**config.mk**
```make
export PLATFORM = sky130hd
export DESIGN_NAME = reservation_station_wakeup_select_unit_flat
export DESIGN_NICKNAME = d
export VERILOG_FILES = /design/src/rtl/rsws_pkg.sv /design/src/rtl/rsws_if.sv /design/src/rtl/rsws_cell.sv /design/src/rtl/reservation_station_wakeup_select_unit.sv /design/src/flat_wrapper.sv
export SDC_FILE = /design/constraint.sdc
export NUM_CORES = 2
export LEC_CHECK = 0
export ABC_AREA = 1
export BUFFER_PORTS_ARGS = -buffer_cell sky130_fd_sc_hd__buf_2
export CAP_MARGIN = 20
export CORE_MARGIN = 10
export CORE_UTILIZATION = 45
export CTS_BUF_LIST = sky130_fd_sc_hd__clkbuf_4 sky130_fd_sc_hd__clkbuf_8
export DETAILED_ROUTE_END_ITERATION = 6
export MAX_ROUTING_LAYER = met4
export PLACE_DENSITY = 0.67
export RECOVER_POWER = 100
export SYNTH_ARGS = -nofsm -noshare
export SYNTH_HDL_FRONTEND = slang
export SYNTH_HIERARCHICAL = 1
export SYNTH_SLANG_ARGS = --single-unit
```
**constraint.sdc**
```tcl
create_clock -name i_clk -period 7.36 [get_ports i_clk]
set_input_delay 0.368 -clock i_clk [delete_from_list [all_inputs] [get_ports i_clk]]
set_output_delay 0.368 -clock i_clk [all_outputs]
set_load 0.02 [all_outputs]
```
**src/rtl/rsws_pkg.sv**
```systemverilog
`timescale 1ns / 1ps
// Package for the reservation station wakeup/select unit.
// Holds item layouts, operation codes and the cell control struct; no dependencies.
package rsws_pkg;

    // Default sizes
    localparam int ENTRIES_DEF   = 8;
    localparam int WORD_BITS_DEF = 32;

    // Fixed field widths
    localparam int FUNC_W = 2;
    localparam int CYC_W  = 32;
    localparam int OPC_W  = 8;
    localparam int SEQ_W  = 16;
    localparam int TAG_W  = 5;
    localparam int VAL_W  = 32;
    localparam int OCC_W  = 4;

    // Operation codes
    localparam logic [FUNC_W-1:0] FUNC_DISPATCH  = 2'd0;
    localparam logic [FUNC_W-1:0] FUNC_BROADCAST = 2'd1;
    localparam logic [FUNC_W-1:0] FUNC_SELECT    = 2'd2;

    // Ready cycle of an entry with both operands still pending
    localparam logic [CYC_W-1:0] NO_CYCLE = '1;

    typedef struct packed {
        logic [FUNC_W-1:0] func;
        logic [CYC_W-1:0]  cycle;
        logic [OPC_W-1:0]  opcode;
        logic [SEQ_W-1:0]  seq_num;
        logic [TAG_W-1:0]  tag_in;
        logic              first_pending;
        logic [TAG_W-1:0]  first_tag;
        logic [VAL_W-1:0]  first_value;
        logic              second_pending;
        logic [TAG_W-1:0]  second_tag;
        logic [VAL_W-1:0]  second_value;
    } t_in_item;

    typedef struct packed {
        logic              accepted;
        logic              issued;
        logic [OPC_W-1:0]  out_opcode;
        logic [SEQ_W-1:0]  out_seq;
        logic [TAG_W-1:0]  out_dest;
        logic [VAL_W-1:0]  out_first;
        logic [VAL_W-1:0]  out_second;
        logic [OCC_W-1:0]  occupancy;
    } t_out_item;

    // Per-entry bookkeeping held in one cell (operand words kept apart)
    typedef struct packed {
        logic [OPC_W-1:0] opcode;
        logic [SEQ_W-1:0] seq;
        logic [TAG_W-1:0] dest;
        logic             first_wait;
        logic [TAG_W-1:0] first_tag;
        logic             second_wait;
        logic [TAG_W-1:0] second_tag;
        logic [CYC_W-1:0] ready_cycle;
    } t_meta;

    // Fields of the issued entry travelling down the chain
    typedef struct packed {
        logic [OPC_W-1:0] opcode;
        logic [SEQ_W-1:0] seq;
        logic [TAG_W-1:0] dest;
    } t_issue;

    // Per-cell control from the top level
    typedef struct packed {
        logic occupied;
        logic load;
        logic bcast;
        logic select;
    } t_cell_ctl;

endpackage

```
**src/rtl/rsws_if.sv**
```systemverilog
`timescale 1ns / 1ps
// Valid/ready channel interfaces for the reservation station unit.
// Depends on rsws_pkg for the item layouts.
interface rsws_in_if;
    logic                 valid;
    logic                 ready;
    rsws_pkg::t_in_item   data;

    modport source (output valid, output data, input ready);
    modport sink   (input valid, input data, output ready);
endinterface

interface rsws_out_if;
    logic                 valid;
    logic                 ready;
    rsws_pkg::t_out_item  data;

    modport source (output valid, output data, input ready);
    modport sink   (input valid, input data, output ready);
endinterface

```
**src/rtl/rsws_cell.sv**
```systemverilog
`timescale 1ns / 1ps
// One station entry: holds the entry, snoops broadcasts, joins the age-ordered
// select chain and takes its younger neighbor's entry on compaction. Uses rsws_pkg.
module rsws_cell #(
    parameter int WORD_BITS = rsws_pkg::WORD_BITS_DEF
) (
    input  logic                   i_clk,
    input  rsws_pkg::t_cell_ctl    i_ctl,
    input  rsws_pkg::t_in_item     i_item,
    // younger neighbor's entry, shifted in on compaction
    input  rsws_pkg::t_meta        i_young_meta,
    input  logic [WORD_BITS-1:0]   i_young_first,
    input  logic [WORD_BITS-1:0]   i_young_second,
    // select chain from the older neighbor
    input  logic                   i_found,
    input  rsws_pkg::t_issue       i_sel_meta,
    input  logic [WORD_BITS-1:0]   i_sel_first,
    input  logic [WORD_BITS-1:0]   i_sel_second,
    // this entry, to the older neighbor
    output rsws_pkg::t_meta        o_meta,
    output logic [WORD_BITS-1:0]   o_first,
    output logic [WORD_BITS-1:0]   o_second,
    // select chain to the younger neighbor
    output logic                   o_found,
    output rsws_pkg::t_issue       o_sel_meta,
    output logic [WORD_BITS-1:0]   o_sel_first,
    output logic [WORD_BITS-1:0]   o_sel_second
);

    rsws_pkg::t_meta        r_meta, n_meta;
    logic [WORD_BITS-1:0]   r_first, n_first;
    logic [WORD_BITS-1:0]   r_second, n_second;
    logic                   w_ready;
    logic                   w_issue;
    rsws_pkg::t_issue       w_mine;

    // Ready to issue: both operands present and woken before this cycle
    assign w_ready = i_ctl.select && i_ctl.occupied && !r_meta.first_wait
                     && !r_meta.second_wait && (r_meta.ready_cycle < i_item.cycle);
    assign w_issue = w_ready && !i_found;
    assign o_found = i_found || w_ready;

    // The first ready entry puts itself on the chain; all others pass it on unchanged
    always_comb begin
        w_mine        = '0;
        w_mine.opcode = r_meta.opcode;
        w_mine.seq    = r_meta.seq;
        w_mine.dest   = r_meta.dest;
    end
    assign o_sel_meta   = w_issue ? w_mine : i_sel_meta;
    assign o_sel_first  = w_issue ? r_first : i_sel_first;
    assign o_sel_second = w_issue ? r_second : i_sel_second;

    // Next entry: dispatch fill, compaction shift, or wakeup
    always_comb begin
        n_meta   = r_meta;
        n_first  = r_first;
        n_second = r_second;
        if (i_ctl.load) begin
            n_meta.opcode      = i_item.opcode;
            n_meta.seq         = i_item.seq_num;
            n_meta.dest        = i_item.tag_in;
            n_meta.first_wait  = i_item.first_pending;
            n_meta.first_tag   = i_item.first_tag;
            n_meta.second_wait = i_item.second_pending;
            n_meta.second_tag  = i_item.second_tag;
            n_first  = i_item.first_pending ? '0 : WORD_BITS'(i_item.first_value);
            n_second = i_item.second_pending ? '0 : WORD_BITS'(i_item.second_value);
            n_meta.ready_cycle = (i_item.first_pending && i_item.second_pending)
                                 ? rsws_pkg::NO_CYCLE : i_item.cycle;
        end else if (o_found) begin
            // issue at or below this place: close the gap
            n_meta   = i_young_meta;
            n_first  = i_young_first;
            n_second = i_young_second;
        end else if (i_ctl.bcast) begin
            if (r_meta.first_wait && r_meta.first_tag == i_item.tag_in) begin
                n_first            = WORD_BITS'(i_item.first_value);
                n_meta.first_wait  = 1'b0;
                n_meta.ready_cycle = i_item.cycle;
            end
            if (r_meta.second_wait && r_meta.second_tag == i_item.tag_in) begin
                n_second           = WORD_BITS'(i_item.first_value);
                n_meta.second_wait = 1'b0;
                n_meta.ready_cycle = i_item.cycle;
            end
        end
    end

    // Entry storage
    always_ff @(posedge i_clk) begin
        r_meta   <= n_meta;
        r_first  <= n_first;
        r_second <= n_second;
    end

    assign o_meta   = r_meta;
    assign o_first  = r_first;
    assign o_second = r_second;

endmodule

```
**src/rtl/reservation_station_wakeup_select_unit.sv**
```systemverilog
`timescale 1ns / 1ps
// Reservation station top level: entry count, cell chain and result register.
// Depends on rsws_pkg, rsws_in_if/rsws_out_if and rsws_cell.
//
// Usage:
//   i_in carries one operation per item: dispatch (append an entry),
//   broadcast (wake operands waiting on tag_in with first_value) or
//   select (issue the oldest entry whose operands were ready before
//   the given cycle, then compact the station). o_out returns exactly one
//   result item per input item, in order.
//   The result is registered and shows on o_out in the cycle after the
//   input item is accepted.
//   Throughput: one item per cycle unless o_out stalls; all work is done in the
//   accept cycle; the select search ripples through the ENTRIES cells of
//   the chain, oldest first, and sets the path length.
//   Reset (i_rst_n low, synchronous) empties the station and the result
//   register. No clearing pass is needed: cells are only read below the
//   entry count.
//   Stall: while a result waits on o_out with o_out.ready low, i_in.ready
//   is low and the result holds; as soon as it is taken a new item is
//   accepted in the same cycle.
module reservation_station_wakeup_select_unit #(
    parameter int ENTRIES   = rsws_pkg::ENTRIES_DEF,
    parameter int WORD_BITS = rsws_pkg::WORD_BITS_DEF
) (
    input  logic              i_clk,
    input  logic              i_rst_n,
    rsws_in_if.sink           i_in,
    rsws_out_if.source        o_out
);

    localparam int CNT_W = $clog2(ENTRIES + 1);

    logic [CNT_W-1:0]       r_count, n_count;
    logic                   r_out_valid;
    rsws_pkg::t_out_item    r_out, n_out;

    logic                   w_in_ready;
    logic                   w_accept;
    logic                   w_is_disp, w_is_bcast, w_is_sel;
    logic                   w_full;
    logic                   w_disp_ok;

    rsws_pkg::t_meta        w_meta   [ENTRIES];
    logic [WORD_BITS-1:0]   w_first  [ENTRIES];
    logic [WORD_BITS-1:0]   w_second [ENTRIES];
    logic                   w_found      [ENTRIES+1];
    rsws_pkg::t_issue       w_sel_meta   [ENTRIES+1];
    logic [WORD_BITS-1:0]   w_sel_first  [ENTRIES+1];
    logic [WORD_BITS-1:0]   w_sel_second [ENTRIES+1];

    // Handshake: take an item whenever the result register is free or draining
    assign w_in_ready = !r_out_valid || o_out.ready;
    assign w_accept   = i_in.valid && w_in_ready;
    assign i_in.ready = w_in_ready;

    // Operation decode
    assign w_is_disp  = w_accept && (i_in.data.func == rsws_pkg::FUNC_DISPATCH);
    assign w_is_bcast = w_accept && (i_in.data.func == rsws_pkg::FUNC_BROADCAST);
    assign w_is_sel   = w_accept && (i_in.data.func == rsws_pkg::FUNC_SELECT);
    assign w_full     = (r_count == CNT_W'(ENTRIES));
    assign w_disp_ok  = w_is_disp && !w_full;

    // Select chain enters at the oldest cell empty
    assign w_found[0]      = 1'b0;
    assign w_sel_meta[0]   = '0;
    assign w_sel_first[0]  = '0;
    assign w_sel_second[0] = '0;

    // Cell chain, position 0 oldest
    for (genvar k = 0; k < ENTRIES; k++) begin : g_cell
        rsws_pkg::t_cell_ctl  w_ctl;
        rsws_pkg::t_meta      w_y_meta;
        logic [WORD_BITS-1:0] w_y_first;
        logic [WORD_BITS-1:0] w_y_second;

        always_comb begin
            w_ctl          = '0;
            w_ctl.occupied = (CNT_W'(k) < r_count);
            w_ctl.load     = w_disp_ok && (r_count == CNT_W'(k));
            w_ctl.bcast    = w_is_bcast;
            w_ctl.select   = w_is_sel;
        end

        if (k == ENTRIES - 1) begin : g_last
            // youngest place refills from itself; it falls out of the count
            assign w_y_meta   = w_meta[k];
            assign w_y_first  = w_first[k];
            assign w_y_second = w_second[k];
        end else begin : g_mid
            assign w_y_meta   = w_meta[k+1];
            assign w_y_first  = w_first[k+1];
            assign w_y_second = w_second[k+1];
        end

        rsws_cell #(
            .WORD_BITS (WORD_BITS)
        ) u_cell (
            .i_clk          (i_clk),
            .i_ctl          (w_ctl),
            .i_item         (i_in.data),
            .i_young_meta   (w_y_meta),
            .i_young_first  (w_y_first),
            .i_young_second (w_y_second),
            .i_found        (w_found[k]),
            .i_sel_meta     (w_sel_meta[k]),
            .i_sel_first    (w_sel_first[k]),
            .i_sel_second   (w_sel_second[k]),
            .o_meta         (w_meta[k]),
            .o_first        (w_first[k]),
            .o_second       (w_second[k]),
            .o_found        (w_found[k+1]),
            .o_sel_meta     (w_sel_meta[k+1]),
            .o_sel_first    (w_sel_first[k+1]),
            .o_sel_second   (w_sel_second[k+1])
        );
    end

    // Entry count
    always_comb begin
        n_count = r_count;
        if (w_disp_ok) begin
            n_count = r_count + CNT_W'(1);
        end else if (w_found[ENTRIES]) begin
            n_count = r_count - CNT_W'(1);
        end
    end

    // Result item
    always_comb begin
        n_out            = '0;
        n_out.accepted   = !(w_is_disp && w_full);
        n_out.issued     = w_found[ENTRIES];
        n_out.out_opcode = w_sel_meta[ENTRIES].opcode;
        n_out.out_seq    = w_sel_meta[ENTRIES].seq;
        n_out.out_dest   = w_sel_meta[ENTRIES].dest;
        n_out.out_first  = rsws_pkg::VAL_W'(w_sel_first[ENTRIES]);
        n_out.out_second = rsws_pkg::VAL_W'(w_sel_second[ENTRIES]);
        n_out.occupancy  = rsws_pkg::OCC_W'(n_count);
    end

    // Control registers
    always_ff @(posedge i_clk) begin
        if (!i_rst_n) begin
            r_count     <= '0;
            r_out_valid <= 1'b0;
        end else begin
            if (w_accept) begin
                r_count <= n_count;
            end
            if (w_accept) begin
                r_out_valid <= 1'b1;
            end else if (o_out.ready) begin
                r_out_valid <= 1'b0;
            end
        end
    end

    // Result payload register
    always_ff @(posedge i_clk) begin
        if (w_accept) begin
            r_out <= n_out;
        end
    end

    assign o_out.valid = r_out_valid;
    assign o_out.data  = r_out;

endmodule

```
**src/flat_wrapper.sv**
```systemverilog
// flat-port wrapper written by rule: the top's interface ports become plain ports
module reservation_station_wakeup_select_unit_flat 
#(
    parameter int ENTRIES   = rsws_pkg::ENTRIES_DEF,
    parameter int WORD_BITS = rsws_pkg::WORD_BITS_DEF
)
  (i_clk, i_rst_n, i_in_valid, i_in_data, i_in_ready, o_out_valid, o_out_data, o_out_ready);
  rsws_in_if i_in_i ();
  rsws_out_if o_out_i ();
  input  logic i_clk;
  input  logic i_rst_n;
  input wire logic [$bits(i_in_i.valid)-1:0] i_in_valid;
  input wire logic [$bits(i_in_i.data)-1:0] i_in_data;
  output wire logic [$bits(i_in_i.ready)-1:0] i_in_ready;
  output wire logic [$bits(o_out_i.valid)-1:0] o_out_valid;
  output wire logic [$bits(o_out_i.data)-1:0] o_out_data;
  input wire logic [$bits(o_out_i.ready)-1:0] o_out_ready;
  assign i_in_i.valid = i_in_valid;
  assign i_in_i.data = i_in_data;
  assign i_in_ready = i_in_i.ready;
  assign o_out_valid = o_out_i.valid;
  assign o_out_data = o_out_i.data;
  assign o_out_i.ready = o_out_ready;
  reservation_station_wakeup_select_unit #(.ENTRIES(ENTRIES), .WORD_BITS(WORD_BITS)) u_core (.i_clk(i_clk), .i_rst_n(i_rst_n), .i_in(i_in_i), .o_out(o_out_i));
endmodule
```
Word level (Yosys, flattened, before mapping) --
Cells that the tools add are included.
Word-level totals: bits in registers 1200, bits of input ports 143, output and inout bits 101, logic and storage cells 509
Operators by class: $add $sub $neg 2, order comparisons 16, eq/ne operators 27, mux-type cells 204, reduce and logical (&&, ||, !) cells 170
Operator list (count):
- $mux 32 | 115
- $mux 73 | 7
- $mux 29 | 15
- $lt 32x32->1 | 8
- $eq 5x5->1 | 16
- $logic_and 1x1->1 | 70
- $mux 5 | 14
- $reduce_bool 3->1 | 22
- $mux 1 | 50
- $mux 44 | 1
- $reduce_and 2->1 | 21
- $reduce_bool 4->1 | 7
- $logic_not 1->1 | 26
- $reduce_bool 2->1 | 11
- $eq 4x3->1 const B | 4
- $lt 3x4->1 const A | 4
- $reduce_and 3->1 | 3
- $eq 4x2->1 const B | 2
- $logic_or 1x1->1 | 8
- $lt 1x4->1 const A | 2
- $lt 2x4->1 const A | 2
- $mux 4 | 2
- $add 4x1->4 const B | 1
- $eq 4x1->1 const B | 1
- 7 further kinds | 7

Logic depth before layout (Yosys ltp) --
word-level depth 17, mapped depth 49, depth with buffers taken out 34

By module --
Netlist, hierarchy kept.
By module, submodules not included:
- rsws_cell at u_core.g_cell[3].u_cell ... | times used 5, cells an instance 1340, area each 9466.6 um2, sequential area each 4113.9 um2
- rsws_cell at u_core.g_cell[0].u_cell ... | times used 3, cells an instance 1338, area each 9545.4 um2, sequential area each 4113.9 um2
- reservation_station_wakeup_select_unit | times used 1, cells an instance 201, area each 3575.9 um2, sequential area each 3072.9 um2

Least setup slack after synthesis --
Ideal clock, no wire load.
kind flip-flop to flip-flop, from register u_core.r_out_valid, in the netlist u_core/o_out.valid, to register u_core.g_cell[7].u_cell.r_meta, in the netlist u_core/g_cell[7].u_cell/o_meta[0], enable pin, library setup time 466 ps, data arrival time 7313 ps, required time 6894 ps, slack -418 ps, stages on the path, launching flop included 41, buffers on the path 15, clock period less this slack 7778 ps, path through dfxtp_1 > nand2_1 > nand2_1 > nor3_1 > nand4_1 > nor2_1 > nand2_1 > nor2_2 > nand2_4 > nand2_4 > buf_6 > buf_2 > inv_1 > nand2_4 > buf_6 > buf_2 > inv_1 > nand2_4 > [5 not listed] > buf_2 > inv_1 > nand2_4 > buf_4 > buf_2 > inv_1 > nand2_4 > buf_4 > buf_2 > inv_1 > nand2_4 > buf_4 > buf_2 > inv_1 > nand2_4 > buf_4 > nor2_2 > o21ai_0
RTL lines:
- start, declared | RTL line reservation_station_wakeup_select_unit.sv:35 | logic r_out_valid;
- start signal, assigned | RTL line reservation_station_wakeup_select_unit.sv:146 | r_out_valid <= 1'b0;
- start signal, assigned | RTL line reservation_station_wakeup_select_unit.sv:152 | r_out_valid <= 1'b1;
- start signal, assigned | RTL line reservation_station_wakeup_select_unit.sv:154 | r_out_valid <= 1'b0;
- end signal, assigned | RTL line rsws_cell.sv:92 | r_meta <= n_meta;
- end, declared | RTL line rsws_cell.sv:30 | rsws_pkg::t_meta r_meta, n_meta;

==> impl_metrics.json <==
{
  "reg2reg_depth": 17,
  "reg2reg_to": "u_core/g_cell[1].u_cell/o_second[30]",
  "clk_latency_ns": 1.03,
  "place.gp.congestion": 0.9206,
  "synth.largest_area_cell": "edfxtp_1",
  "num_rows": 154,
  "yosysMostFrequentCell": "nand2_1",
  "drtAntennaViolNets": 0,
  "skew_ns": 0.07789,
  "p_clk_frac": 0.342,
  "drt_iter0_drc": 10443,
  "cts_max_level": 4,
  "cp-endpoint": "u_core/g_cell[1].u_cell/o_second[30]",
  "nFillCells": 17158,
  "cpMostUsedCell": "nand2_1",
  "cts_setup_buffers": 0,
  "ctsHoldBuffers": 156,
  "sw_frac_of_total": 0.3133,
  "slowest_stage": "clkbuf_1",
  "grt_usage": 0.2988,
  "rr_startpoint": "u_core/g_cell[0].u_cell/o_meta[15]",
  "critPathTopFamily": "buffers and inverters",
  "synth_common_cells": "nand2_1 (5717), edfxtp_1 (1195), o21ai_0 (857)",
  "irDropWorstVdd_mv": 0.2216,
  "p_sw_mw": 5.849,
  "slew-limit-headroom": -3.729,
  "die_x_microns": 440.4,
  "numCtsBuffers": 216,
  "synthCells": 10915,
  "end_kind": "register",
  "grt_first_pass_wirelength_microns": 440200,
  "tns_ns": 0,
  "arrival_ns": 7.69,
  "synth.distinct_cells": 39,
  "crit_type": "in -> reg",
  "critical_path.max_stage_delay_ns": 3.43,
  "rrSetupSlack_ns": 0.58,
  "grt.overflow.total": 0,
  "crit_fanout": 64,
  "grt_max_degree": 192,
  "die_area_sq_mm": 0.1940,
  "cp_cell_sequence": "dlygate4sd3_1 -> buf_2 -> inv_1 -> ha_1 -> nand2_1 -> inv_1 -> nand3_1 -> nor3_1 -> nand2_1 -> nand2_1 -> nand2_1 -> nand2_8 -> nand2_8 -> inv_2 -> clkbuf_1 -> nand3_1 -> nand2_1 -> nand2_1 -> nand2_1 -> dlygate4sd3_1",
  "synth_seq_cells": 1200,
  "power.share.combinational": 0.177,
  "hp-start": "i_in_data[138]",
  "max_freq_mhz": 147.0,
  "synthTopCellsByArea": "edfxtp_1 (45%), nand2_1 (27%), o21ai_0 (5.4%), nand3_1 (4.8%), ha_1 (4.0%)",
  "yosysTopAreaCellShare": 0.4511,
  "min_period_over_period": 0.9243,
  "avgViaCountPerCell": 5.693,
  "cts_root_buf": "clkbuf_8",
  "cp.depth": 20,
  "wire_per_inst_microns": 21.57,
  "synth_ff_type": "edfxtp_1",
  "synth_warnings": 6,
  "nNetsFinal": 11473,
  "maxCapViolCount": 40,
  "final_cell_count_no_fill": 13605,
  "setup_ws_ns": 0.5571,
  "seqPwrFrac": 0.480,
  "drive_above_1_share": 0.06957,
  "p_int_mw": 12.82,
  "power.total_mw": 18.67,
  "die_h_microns": 440.4,
  "core_sq_mm": 0.1759,
  "area_delta_synth_final_pct": 9.726,
  "p_per_area_mw_per_mm2": 213.9,
  "hpwl_microns": 179600,
  "cp-startpoint": "i_in_data[120]",
  "run_status": "finished, violations left",
  "io_pins": 244,
  "via_count": 77452,
  "cts_sinks": 1200,
  "leakage_nw": 41.52,
  "finalCriticalPeriod_ns": 6.803,
  "grt_pass1_vias": 73624,
  "syn_area_sq_mm": 0.07955,
  "drt_pass1_iterations": 7,
  "final_util": 0.4961,
  "min_path_type": "in -> reg",
  "required_ns": 8.25,
  "ys_seq_area_frac": 0.4524,
  "ctsResizeCount": 0,
  "setup_viol": 0,
  "report.final.hold_viol_count": 0,
  "max_slew.worst_pin.slew_ns": 7.093,
  "antenna_found_initial": 16,
  "portBuffers": 243,
  "final-max-slew-violation-count": 2183,
  "drc_errors": 2,
  "dpl_worst_slack_ns": 1.059,
  "cts_tree": "yes",
  "path_clk_slew_ns": 0.07,
  "synth_edf_count": 1195,
  "rsz0062_at_grt": "false",
  "synthArstFlopShare": 0,
  "place_inst": 13038,
  "wl_microns": 293400,
  "start_util": 0.4522,
  "syn_avg_cell_area_sq_um": 7.288,
  "clockBufferDepth": 3,
  "cp-start-kind": "input pin",
  "cp_num_buf_inv": 7,
  "violations": "DRC, capacitance limit, slew limit"
}
==> flip-flops by register name, indices dropped and copies added, names as in the netlist <==
signal,count
u_core/g_cell.u_cell/o_meta,584
u_core/g_cell.u_cell/o_first,256
u_core/g_cell.u_cell/o_second,256
u_core/o_out.data,99
u_core/r_count,4
u_core/o_out.valid,1
==> final cells by class <==
class	count	area, sq um	share of cell area
Timing Repair Buffer	536	3741	0.04286
Inverter	659	2489	0.02851
Multi-Input combinational cell	8464	37900	0.4342
Clock buffer	297	3593	0.04117
Tap cell	2340	2928	0.03354
Sequential cell	1200	35980	0.4123
Clock inverter	99	619.3	0.007096
Antenna cell	10	25.02	0.0002867
==> cell usage in the layout, fill, tap and decap left out, drive strengths merged <==
master,count
nand2,5814
edfxtp,1195
o21ai,1065
nand3,798
inv,656
clkbuf,446
ha,253
buf,231
dlygate4sd3,156
nor2,146
a21oi,132
conb,98
clkinv,88
nand4,38
nor3,22
xor2,19
xnor2,17
o22ai,16
diode,10
clkinvlp,10
o21a,8
nand3b,8
or2,8
o31ai,8
a211oi,8
a31oi,5
dfxtp,5
bufinv,4
nor4,1
==> per-layer routing <==
metal  part of all wire  GRT usage  up-vias
li1                   -          -    35579
met1               0.40     0.3874    36167
met2               0.44     0.4514     4846
met3               0.12    0.06124      860
met4              0.048     0.1322        0
met5                  0          -        -
==> power by group through the flow <==
stage          clock, mW  sequential [mW]  combinational (mW)
6_report            6.39             8.97                3.31
3_5_place_dp           0             9.06                3.15
3_3_place_gp           0             9.04                3.06
5_1_grt             6.74             9.04                3.68
4_1_cts             6.46             8.93                3.24
2_1_floorplan          0             8.98                2.06
==> cells by family (layout without fill, tap and decap cells) <==
group | count (synthesis) | in the layout | share of synthesized area
flops | 1200 | 1200 | 0.4524
simple gates | 6835 | 6835 | 0.3446
compound gates | 1242 | 1242 | 0.07961
buf+inv | 1348 | 1591 | 0.07958
fa+ha+maj | 253 | 253 | 0.03980
xor+xnor | 36 | 36 | 0.003964
other cells | 1 | 108 | 0.00004714
==> through the flow <==
step | hold slack (ns) | area, sq um
after detailed placement | 0.5240 | 81900
after CTS | 0.01016 | 87680
final | 0.03637 | 87280
after global routing | 0.04083 | 87270
after global placement | 0.5144 | 81830
after floorplan | 0.5127 | 79920
==> worst register-to-register path: stages (launching register included) <==
cell and delay (ns):
edfxtp_1 0.38, ha_1 0.30, nand2_1 0.09, inv_1 0.07, nand3_1 0.08, nor3_1 0.16
nand2_1 0.08, nand2_1 0.10, nand2_1 0.14, nand2_8 0.23, nand2_8 0.10, inv_2 0.11
clkbuf_1 3.44, nand3_1 0.43, nand2_1 0.22, nand2_1 0.06, nand2_1 0.11, dlygate4sd3_1 0.55
==> worst min path at each step <==
stage,endpoint,slack (ns),cells past startpoint
CTS,u_core/g_cell[2].u_cell/o_meta[45],0.01,4
finish,u_core/o_out.data[98],0.04,5
floorplan,u_core/g_cell[0].u_cell/o_meta[33],0.51,2
global placement,u_core/g_cell[2].u_cell/o_meta[51],0.51,2
global route,u_core/o_out.data[98],0.04,5
detailed placement,u_core/g_cell[1].u_cell/o_meta[45],0.52,2
No activity file was read; power rests on OpenSTA's default activity.
